[config.mk]
export PLATFORM = sky130hd
export DESIGN_NAME = bfa_cell
export DESIGN_NICKNAME = d
export VERILOG_FILES = /design/src/rtl/bfa_pkg.sv /design/src/rtl/bfa_cell.sv
export SDC_FILE = /design/constraint.sdc
export NUM_CORES = 1
export LEC_CHECK = 0
export BUFFER_PORTS_ARGS = -buffer_cell sky130_fd_sc_hd__buf_4
export CORE_AREA = 2 2 108 110
export DETAILED_ROUTE_END_ITERATION = 6
export DIE_AREA = 0 0 110 112
export PLACE_DENSITY = 0.63
export SETUP_SLACK_MARGIN = 0.2
export SLEW_MARGIN = 10
export SYNTH_ARGS = -nofsm -noshare
export SYNTH_HDL_FRONTEND = slang
export SYNTH_SLANG_ARGS = --single-unit
[constraint.sdc]
create_clock -name clk -period 2.2 [get_ports clk]
set_input_delay 0.22 -clock clk [delete_from_list [all_inputs] [get_ports clk]]
set_output_delay 0.22 -clock clk [all_outputs]
set_load 0.01 [all_outputs]
[src/rtl/bfa_pkg.sv]
package bfa_pkg;

  // defaults for the top-level parameters
  localparam int unsigned MAX_BLOCKS_D  = 64;
  localparam int unsigned PAGE_BYTES_D  = 16384;  // power of two
  localparam int unsigned FRAME_PAGES_D = 4;

  // requests of this rounded size or more are page aligned
  localparam logic [26:0] ALIGN_LIMIT = 27'd49152;
  // best-gap start value: a gap must be below 32 MiB to win
  localparam logic signed [29:0] NO_FIT = 30'sd33554432;

  // request kinds (in_tuser)
  localparam logic [1:0] MODE_ALLOC = 2'd0;
  localparam logic [1:0] MODE_FREE  = 2'd1;
  localparam logic [1:0] MODE_LOCK  = 2'd2;

  // result status codes
  localparam logic [2:0] ST_OK        = 3'd0;
  localparam logic [2:0] ST_NOT_READY = 3'd1;
  localparam logic [2:0] ST_NO_MEM    = 3'd2;
  localparam logic [2:0] ST_BAD_HND   = 3'd3;
  localparam logic [2:0] ST_PAST_END  = 3'd4;

  // configuration register indexes
  localparam logic CFG_HEAP_READY = 1'b0;
  localparam logic CFG_HEAP_BYTES = 1'b1;

  // one table entry, held by one cell
  typedef struct packed {
    logic [25:0] start;
    logic [25:0] size;
    logic [15:0] handle;
  } entry_t;

  // what every cell does this cycle
  typedef enum logic [1:0] {
    CELL_HOLD,
    CELL_ROT,
    CELL_INS,
    CELL_DEL
  } cell_op_t;

  // result beat, last field in the lowest bits
  typedef struct packed {
    logic [15:0] granted_length;
    logic [2:0]  page_count;
    logic [10:0] first_page;
    logic [13:0] window_offset;
    logic [24:0] block_base;
    logic [15:0] new_handle;
    logic [2:0]  result_status;
  } result_t;

endpackage

[src/rtl/bfa_cell.sv]
module bfa_cell #(
  parameter int unsigned IDX = 0,
  parameter int unsigned PW  = 6
) (
  input  logic              clk,
  input  bfa_pkg::cell_op_t op,
  input  logic [PW-1:0]     pos,
  input  bfa_pkg::entry_t   prev_in,
  input  bfa_pkg::entry_t   next_in,
  input  bfa_pkg::entry_t   new_in,
  output bfa_pkg::entry_t   ent_out
);
  import bfa_pkg::*;

  localparam logic [PW-1:0] MY_POS = PW'(IDX);

  entry_t ent_r;

  // rotate toward cell 0, open a slot, or close one
  always_ff @(posedge clk) begin
    case (op)
      CELL_ROT: ent_r <= next_in;
      CELL_INS: begin
        if (MY_POS > pos) ent_r <= prev_in;
        else if (MY_POS == pos) ent_r <= new_in;
      end
      CELL_DEL: begin
        if (MY_POS >= pos) ent_r <= next_in;
      end
      default: ;
    endcase
  end

  assign ent_out = ent_r;

endmodule
# --- Word level (Yosys, flattened, before mapping) ---
# Index checks and enable logic that the tools add are counted.
word_totals:
  out_inout_bits: 68
  register_bits: 68
  in_bits: 213
  elab_cells: 17
op_classes:
  n_mux: 4
  n_lt_le_gt_ge: 2
  n_reduce_logical: 3
  eq_ne: 5
op_table:
  columns: ["op", "count"]
  rows:
  - ["2-to-1 mux 68 bit", 3]
  - ["one-hot mux 68 bit (3 select lines)", 1]
  - [">= comparator 1 x 6 -> 1 bit, first input constant", 1]
  - ["> comparator 1 x 6 -> 1 bit, first input constant", 1]
  - ["zero test 6 bit", 1]
  - ["== test 2 bit, second input constant", 2]
  - ["!= test 3 bit, second input constant", 1]
  - ["AND reduction 3 bit", 1]
  - ["nonzero test 3 bit", 1]
  - ["== test 2 x 1 -> 1 bit, second input constant", 1]
  - ["!= test 2 bit, second input constant", 1]

# --- Depth between registers and ports, before layout ---
# Gate-level depths: netlist (run 1).
logic_depth:
  word_depth: 4
  mapped_depth: 5

# --- Least setup slack after synthesis (run 1) ---
# OpenSTA, ideal clock, no wires.
synth_path:
  kind: "input port to flip-flop"
  startpoint: "input port pos[0]"
  endpoint: "register ent_r (netlist bit ent_out[0]) (enable)"
  required_ns: 1.799
  path_slack_ns: 0.296
  stages: 2
  arrival_time_ns: 1.503
  path_cell_list: "nor4_1 -> a31o_2"
synth_between:
  elab_chain_len: 3
  word_cells_on_any_way: 6
synth_lines:
  columns: ["element", "line_no", "rtl"]
  rows:
  - ["start, declared", "bfa_cell.sv:7", "input logic [PW-1:0] pos,"]
  - ["> comparator 1 x 6 -> 1 bit (tied with other cells)", "bfa_cell.sv:24", "if (MY_POS > pos) ent_r <= prev_in;"]
  - ["!= test 3 bit (no source line) or != test 2 bit (tied branches)", null, null]
  - ["AND reduction 3 bit (no source line) (*)", null, null]
  - ["end signal, assigned", "bfa_cell.sv:24", null]
  - ["end signal, assigned", "bfa_cell.sv:25", "else if (MY_POS == pos) ent_r <= new_in;"]
  - ["end signal, assigned", "bfa_cell.sv:28", "if (MY_POS >= pos) ent_r <= next_in;"]
  - ["end, declared", "bfa_cell.sv:17", "entry_t ent_r;"]
# Every way passes the cells marked *; elsewhere a longest branch is shown, timed or not.
# A chain may end at the register's enable or synchronous reset.

# --- Final worst setup path (run 1) ---
layout_path:
  startpoint: "input port pos[0]"
  endpoint: "register ent_r (netlist bit ent_out[62]) (enable)"
# Same word-level chain as after synthesis.

==> results of run 1 <==
per-layer routing:
metal	wire [um]	vias to the layer above
met3	1010	8
met1	2600	940
li1	-	1019
met2	3520	149
met5	0	-
met4	123	0
synthesized netlist by cell type:
cell,count,area [um2]
a31o_2,1,8.76
buf_2,4,20.0
buf_6,1,11.3
buf_8,2,30.0
clkbuf_2,1,5.00
edfxtp_1,68,2040
mux2_2,48,541
mux2_4,20,300
nand2b_1,1,6.26
nor2_1,1,3.75
nor2b_1,1,6.26
nor4_1,1,6.26
metrics by stage:
stage	cells	area, um2	setup slack [ps]
finish	513	4990	854
global route	513	4990	804
CTS	513	4990	848
detailed placement	498	4740	520
global placement	498	4740	523
floorplan	149	2980	296
power by group through the flow:
stage	Combinational, uW	Sequential [uW]	Clock [uW]
6_report	589	1580	1230
5_1_grt	637	1590	1340
4_1_cts	603	1580	1270
3_5_place_dp	603	1600	0
3_3_place_gp	594	1600	0
2_1_floorplan	172	1660	0
final timing paths:
check	to	cells after the start	slack (ps)	start
hold / removal	ent_out[57]	2	200	next_in[57]
setup / recovery	ent_out[62]	4	850	pos[0]
cell type report:
type                       count  area, um2
fill                        1018       6180
sequential                    68       2040
timing repair buffer         214       1630
multi-input combinational     73        888
clock buffer                  11        233
tap                          143        179
clock inverter                 4       17.5
cell families (layout without fill, tap and decap cells):
kind of cell / count (synthesis) / after routing / synth area share [%]
mux: 68 / 68 / 28.2
flops: 68 / 68 / 68.5
buf+inv: 8 / 229 / 2.22
simple gates: 4 / 4 / 0.756
compound gates: 1 / 1 / 0.294
==> impl_metrics.py, run 1 <==
metrics = {
    "timing": {
        "setup_tns_ps": 0,
        "finalCriticalPeriod_ps": 1350,
        "rsz0062_at_grt": "no",
        "maxSlewViolCount": 0,
        "slew_headroom_pct": 71.5,
        "whs_ps": 196,
        "setup_violations": 0,
        "worstMarginPinSlew_ps": 424,
        "max_freq_mhz": 743,
        "final_hold_viol_count": 0,
        "period_share_pct": 61.2,
    },
    "power": {
        "seqPwrFrac_pct": 46.4,
        "power_density_nw_per_um2": 681,
        "p_sw_uw": 720,
        "irDropWorstVdd_mv": 0.287,
        "p_comb_share_pct": 17.3,
        "netSwitchingFraction_pct": 21.2,
        "p_int_uw": 2680,
        "power.total_uw": 3400,
        "p_leak_uw": 0.00220,
        "pwr-share-clk_pct": 36.3,
    },
    "floorplanning": {
        "core-area_um2": 11200,
        "row_count": 39,
        "initial_utilization_pct": 26.7,
        "die_w_um": 110,
        "die-area_um2": 12300,
        "ioPinCount": 281,
        "die_height_um": 112,
    },
    "drt": {
        "vias_per_cell": 4.12,
        "wl_per_cell_um": 14.2,
        "finalWirelength_mm": 7.26,
        "vias": 2116,
        "first_pass_iters": 3,
        "drc": 0,
        "final_antenna_net_count": 0,
        "drtIter0Drc": 41,
    },
    "job": {
        "drv_cap": 0,
    },
    "critical_path": {
        "worstPathMaxFanout": 68,
        "cp.arrival_ps": 1330,
        "crit_type": "primary input to flop",
        "critPathMaxStageDelay_ps": 420,
        "cp_top_family": "buffers and inverters",
        "path_cells": "buf_4, nor4_1, a31o_4, buf_12",
        "start_kind": "primary input",
        "end_kind": "flop",
        "crit_path_top_delay_cell": "nor4_1",
        "required_ps": 2180,
        "cp_num_buf_inv": 2,
    },
    "worst_hold_path": {
        "hold_class": "primary input to flop",
    },
    "global_routing": {
        "antenna_found_initial": 0,
        "grt-busiest-layer": "met2",
        "grtUsageTotal_pct": 11.5,
        "grt_use_met1_pct": 12.6,
        "grt_pass1_wl_mm": 10.5,
        "grt_start_max_net_pins": 69,
        "met2_usage_pct": 19.2,
        "use_met3_pct": 4.68,
        "grt-ovfl-total": 0,
        "grt_pass1_vias": 2139,
    },
    "synth": {
        "synth_fp_nets": 362,
        "postSynthCellCount": 149,
        "synth-seq-cells": 68,
        "avgSynthCellArea_um2": 20.0,
        "yosysUniqueCellTypes": 12,
        "yosys_warnings": 0,
        "syn-cell-area_um2": 2980,
        "seq_area_frac_synth_pct": 68.5,
    },
    "clocking": {
        "cts.repair_timing.setup_buffer_count": 0,
        "clk_pin_slew_ps": 50,
        "ctsResizeCount": 0,
        "numCtsBuffers": 9,
        "cts_buffer_depth": 2,
        "cts-root-buf": "clkbuf_16",
        "cts_hold_buf": 0,
        "cts_tree": "yes",
        "htreeDepth": 3,
        "cts.sinks": 68,
    },
    "finish": {
        "mostFrequentLayoutCells": "buf_4, edfxtp_1, mux2_2",
        "area_growth_pct": 67.5,
        "final_common_cell": "buf_4",
        "post-route-util_pct": 44.7,
        "largest_reg_flops": 68,
        "drive_above_1_share_pct": 79.7,
        "antenna_cells": 0,
        "finalNetCount": 579,
    },
    "run_status": {
        "run_status": "finished clean",
    },
    "placed_design": {
        "place_congestion": 0.700,
        "numPortBuffers": 212,
    },
}
Power figures use the tool's default switching activity.
==> inputs of run 2 (changes only) <==
CORE_AREA = 2 2 110 112   (was 2 2 108 110)
DIE_AREA = 0 0 112 114   (was 0 0 110 112)
clock period = 1.16 ns   (was 2.2 ns; I/O delays follow)
==> impl_metrics.py, run 2 (same netlist as run 1, synthesis figures left out) <==
metrics = {
    "placed_design": {
        "post-place-ws_ps": -118,
        "numPortBuffers": 212,
        "numPlacedInstances": 504,
        "place_congestion": 0.712,
    },
    "clocking": {
        "numCtsBuffers": 9,
        "cts_buffer_depth": 2,
        "cts_hold_buf": 0,
        "cts.sinks": 68,
        "cts_tree": "yes",
        "htreeDepth": 3,
        "cts-root-buf": "clkbuf_16",
        "clk_pin_slew_ps": 50,
    },
    "floorplanning": {
        "die-area_um2": 12800,
        "ioPinCount": 281,
        "row_count": 40,
        "core-area_um2": 11700,
        "die_w_um": 112,
        "initial_utilization_pct": 25.4,
        "die_height_um": 114,
    },
    "critical_path": {
        "critPathMaxStageDelay_ps": 400,
        "crit_start": "ent_out[61]",
        "crit_type": "flop to output port",
        "start_kind": "flop",
        "cp.arrival_ps": 860,
        "end_kind": "output port",
        "worstPathMaxFanout": 1,
        "cp_top_family": "flip-flops",
        "path_cells": "buf_6",
        "required_ps": 1040,
        "cp_num_buf_inv": 1,
        "crit_path_top_delay_cell": "edfxtp_1",
    },
    "finish": {
        "post-route-util_pct": 46.5,
        "final_common_cell": "buf_4",
        "seqCellArea_um2": 2040,
        "instances_no_fill": 520,
        "mostFrequentLayoutCells": "buf_4, edfxtp_1, buf_6",
        "drive_above_1_share_pct": 80.4,
        "finalNetCount": 585,
        "multiInputGateArea_um2": 1000,
        "area_growth_pct": 82.6,
        "largest_reg_flops": 68,
        "antenna_cells": 0,
        "fill_cells": 1037,
    },
    "drt": {
        "first_pass_iters": 4,
        "vias": 2137,
        "drtIter0Drc": 51,
        "vias_per_cell": 4.11,
        "wl_per_cell_um": 15.1,
        "drc": 0,
        "finalWirelength_mm": 7.87,
        "final_antenna_net_count": 0,
    },
    "timing": {
        "setup_violations": 0,
        "finalCriticalPeriod_ps": 974,
        "slew_headroom_pct": 83.3,
        "final_hold_viol_count": 0,
        "period_share_pct": 84.0,
        "worst_slack_ps": 186,
        "worstMarginPinSlew_ps": 250,
        "maxSlewViolCount": 0,
        "max_freq_mhz": 1030,
        "rsz0062_at_grt": "yes",
    },
    "global_routing": {
        "antenna_found_initial": 0,
        "grt_start_max_net_pins": 36,
        "grt_pass1_vias": 2270,
        "grt_pass1_wl_mm": 11.3,
        "grt-ovfl-total": 0,
        "grtUsageTotal_pct": 11.6,
    },
    "power": {
        "irDropWorstVdd_mv": 0.532,
        "power_density_nw_per_um2": 1210,
        "power.total_uw": 6600,
        "p_leak_uw": 0.00245,
    },
    "job": {
        "drv_cap": 0,
    },
    "worst_hold_path": {
        "hold_class": "primary input to flop",
        "holdPathEnd": "ent_out[25]",
        "min_delay_path_depth": 2,
        "hp-start": "new_in[25]",
    },
    "run_status": {
        "run_status": "finished clean",
    },
}
## run 2: stage by stage
step | hold slack, ps | cell area [um2] | TNS [ps]
final | 93.8 | 5440 | 0
after global routing | 83.0 | 5440 | 0
after CTS | 79.8 | 5300 | 0
after detailed placement | 419 | 4900 | -10560
after global placement | 418 | 4900 | -8770
after floorplan | 333 | 3170 | -17760
## run 2: worst max-delay path by stage
stage / cells after the start / slack [ps] / endpoint
2_1_floorplan: 2 / -240 / ent_out[0]
3_3_place_gp: 4 / -100 / ent_out[17]
3_5_place_dp: 4 / -120 / ent_out[17]
4_1_cts: 1 / 160 / ent_out[61]
5_1_grt: 1 / 150 / ent_out[61]
6_report: 1 / 190 / ent_out[61]
## run 2: repair_timing
item / in CTS / in global routing
resized for setup: 42 / 21
endpoints found under the setup margin: 47 / 127
pin swaps: 0 / 2
endpoints found under the hold margin: 0 / 0
buffers inserted: 0 / 1
cloned: 0 / 3
## run 2: layout make-up
class | instances | share of cell area, %
multi-input cells | 73 | 18.5
flip-flops and latches | 68 | 37.5
clock inverters | 1 | 0.0690
repair buffers | 220 | 36.3
well taps | 147 | 3.38
clock buffers | 11 | 4.28
## run 2: layer usage
layer | wire length (um) | vias up | global-route usage (%)
met1 | 2750 | 989 | 12.0
met5 | 0 | - | 0
met2 | 4430 | 108 | 21.9
met4 | 123 | 0 | 4.96
met3 | 563 | 10 | 3.35
li1 | - | 1030 | -
## run 2: report_power, final
group	total [uW]	switching, uW	internal (uW)
registers	3030	80.1	2950
logic	1330	415	910
clock network	2250	861	1390
==> inputs of run 3 (changes only) <==
CORE_AREA = 2 2 108 110   (was 2 2 110 112)
DIE_AREA = 0 0 110 112   (was 0 0 112 114)
clock period = 0.9 ns   (was 1.16 ns; I/O delays follow)
==> impl_metrics.py, run 3 (same netlist as run 1, synthesis figures left out) <==
metrics = {
    "run_status": {
        "run_status": "complete, but fails checks",
        "violations": "negative setup slack",
    },
    "critical_path": {
        "required_ps": 970,
        "worstPathMaxFanout": 7,
        "critPathMaxStageDelay_ps": 290,
        "start_kind": "primary input",
        "crit_start": "op[0]",
        "cp_top_family": "buffers and inverters",
        "crit_path_top_delay_cell": "mux2_4",
        "crit_type": "primary input to flop",
        "cp_num_buf_inv": 3,
        "path_cells": "buf_8, nand2b_4, buf_12, clkbuf_16, mux2_4",
        "end_kind": "flop",
        "cp.arrival_ps": 1030,
    },
    "floorplanning": {
        "die-area_um2": 12300,
        "die_height_um": 112,
        "row_count": 39,
        "initial_utilization_pct": 26.7,
        "core-area_um2": 11200,
        "die_w_um": 110,
        "ioPinCount": 281,
    },
    "finish": {
        "finalNetCount": 615,
        "multiInputGateArea_um2": 1080,
        "final_common_cell": "buf_4",
        "area_growth_pct": 105,
        "mostFrequentLayoutCells": "buf_4, buf_6, edfxtp_1",
        "drive_above_1_share_pct": 81.5,
        "seqCellArea_um2": 2040,
        "fill_cells": 923,
        "largest_reg_flops": 68,
        "post-route-util_pct": 54.7,
        "antenna_cells": 0,
    },
    "clocking": {
        "htreeDepth": 3,
        "cts.sinks": 68,
        "clk_pin_slew_ps": 50,
        "cts-root-buf": "clkbuf_16",
        "numCtsBuffers": 9,
        "cts_tree": "yes",
        "cts_hold_buf": 0,
        "cts_buffer_depth": 2,
    },
    "drt": {
        "wl_per_cell_um": 15.8,
        "final_antenna_net_count": 0,
        "vias_per_cell": 4.21,
        "drtIter0Drc": 44,
        "finalWirelength_mm": 8.67,
        "first_pass_iters": 4,
        "drc": 0,
        "vias": 2310,
    },
    "worst_hold_path": {
        "hp-start": "new_in[13]",
        "min_delay_path_depth": 2,
        "hold_class": "primary input to flop",
        "holdPathEnd": "ent_out[13]",
    },
    "timing": {
        "worstMarginPinSlew_ps": 217,
        "maxSlewViolCount": 0,
        "rsz0062_at_grt": "yes",
        "worst_slack_ps": -65.0,
        "final_hold_viol_count": 0,
        "finalCriticalPeriod_ps": 965,
        "setup_violations": 173,
        "max_freq_mhz": 1040,
        "period_share_pct": 107,
        "setup_tns_ps": -5220,
        "slew_headroom_pct": 85.5,
        "whs_ps": 65.3,
    },
    "power": {
        "power_density_nw_per_um2": 1460,
        "irDropWorstVdd_mv": 0.720,
        "p_leak_uw": 0.00283,
        "power.total_uw": 8960,
    },
    "global_routing": {
        "antenna_found_initial": 0,
        "grt_pass1_vias": 2407,
        "grtUsageTotal_pct": 13.5,
        "grt-ovfl-total": 0,
        "grt_start_max_net_pins": 18,
        "grt_pass1_wl_mm": 12.3,
    },
    "job": {
        "drv_cap": 0,
    },
    "placed_design": {
        "place_congestion": 0.738,
        "post-dp-hpwl_mm": 6.05,
        "numPortBuffers": 212,
    },
}
[run 3: cell types whose count changed in the layout (fill, tap and decap cells not counted), moves of 3 or more]
cell       previous run  this run
buf_16                0         7
clkinv_1              1         4
clkbuf_16            10        14
buf_8                 1         4
mux2_2               21         5
buf_12                5        10
buf_6                63        77
buf_4               150       145
mux2_4               47        63
[run 3: layout make-up]
cell class                      instances  area share [%]
Sequential cell                        68            33.4
Timing Repair Buffer                  249            42.0
Multi-Input combinational cell         74            17.6
Clock buffer                           10            3.74
Tap cell                              143            2.93
Clock inverter                          5           0.327
[run 3: metrics by stage]
step | setup slack (ps) | area (um2) | std cells
CTS | -70.4 | 5910 | 544
finish | -65.0 | 6110 | 549
detailed placement | -365 | 4970 | 506
global route | -92.0 | 6110 | 549
floorplan | -477 | 3170 | 149
global placement | -344 | 4970 | 506
[run 3: layer usage]
metal,track usage (%),up-vias,part of all wire [%],wire length (um)
li1,-,1096,-,-
met1,15.7,1084,39,3360
met2,23.1,121,51,4440
met3,4.27,9,8.8,765
met4,4.73,0,1.3,111
met5,0,-,0,0
[run 3: worst max path at each step]
stage,end,slack (ps),cells after the start
3_3_place_gp,ent_out[41],-340,4
3_5_place_dp,ent_out[48],-360,4
4_1_cts,ent_out[63],-70,1
5_1_grt,ent_out[56],-90,1
2_1_floorplan,ent_out[0],-480,2
6_report,ent_out[38],-70,5
[run 3: repair_timing]
action	in CTS	in global routing
gates resized for setup	89	20
buffers inserted	14	0
cloned	9	5
pin swaps	2	1
setup endpoints to repair	202	204
[run 3: power breakdown]
part / leakage (uW) / total [uW] / switching (uW) / internal, uW
sequential: 0.000639 / 3910 / 114 / 3800
clock: 0.000122 / 2960 / 1160 / 1800
combinational: 0.00207 / 2080 / 621 / 1460
total: 0.00283 / 8960 / 1900 / 7060
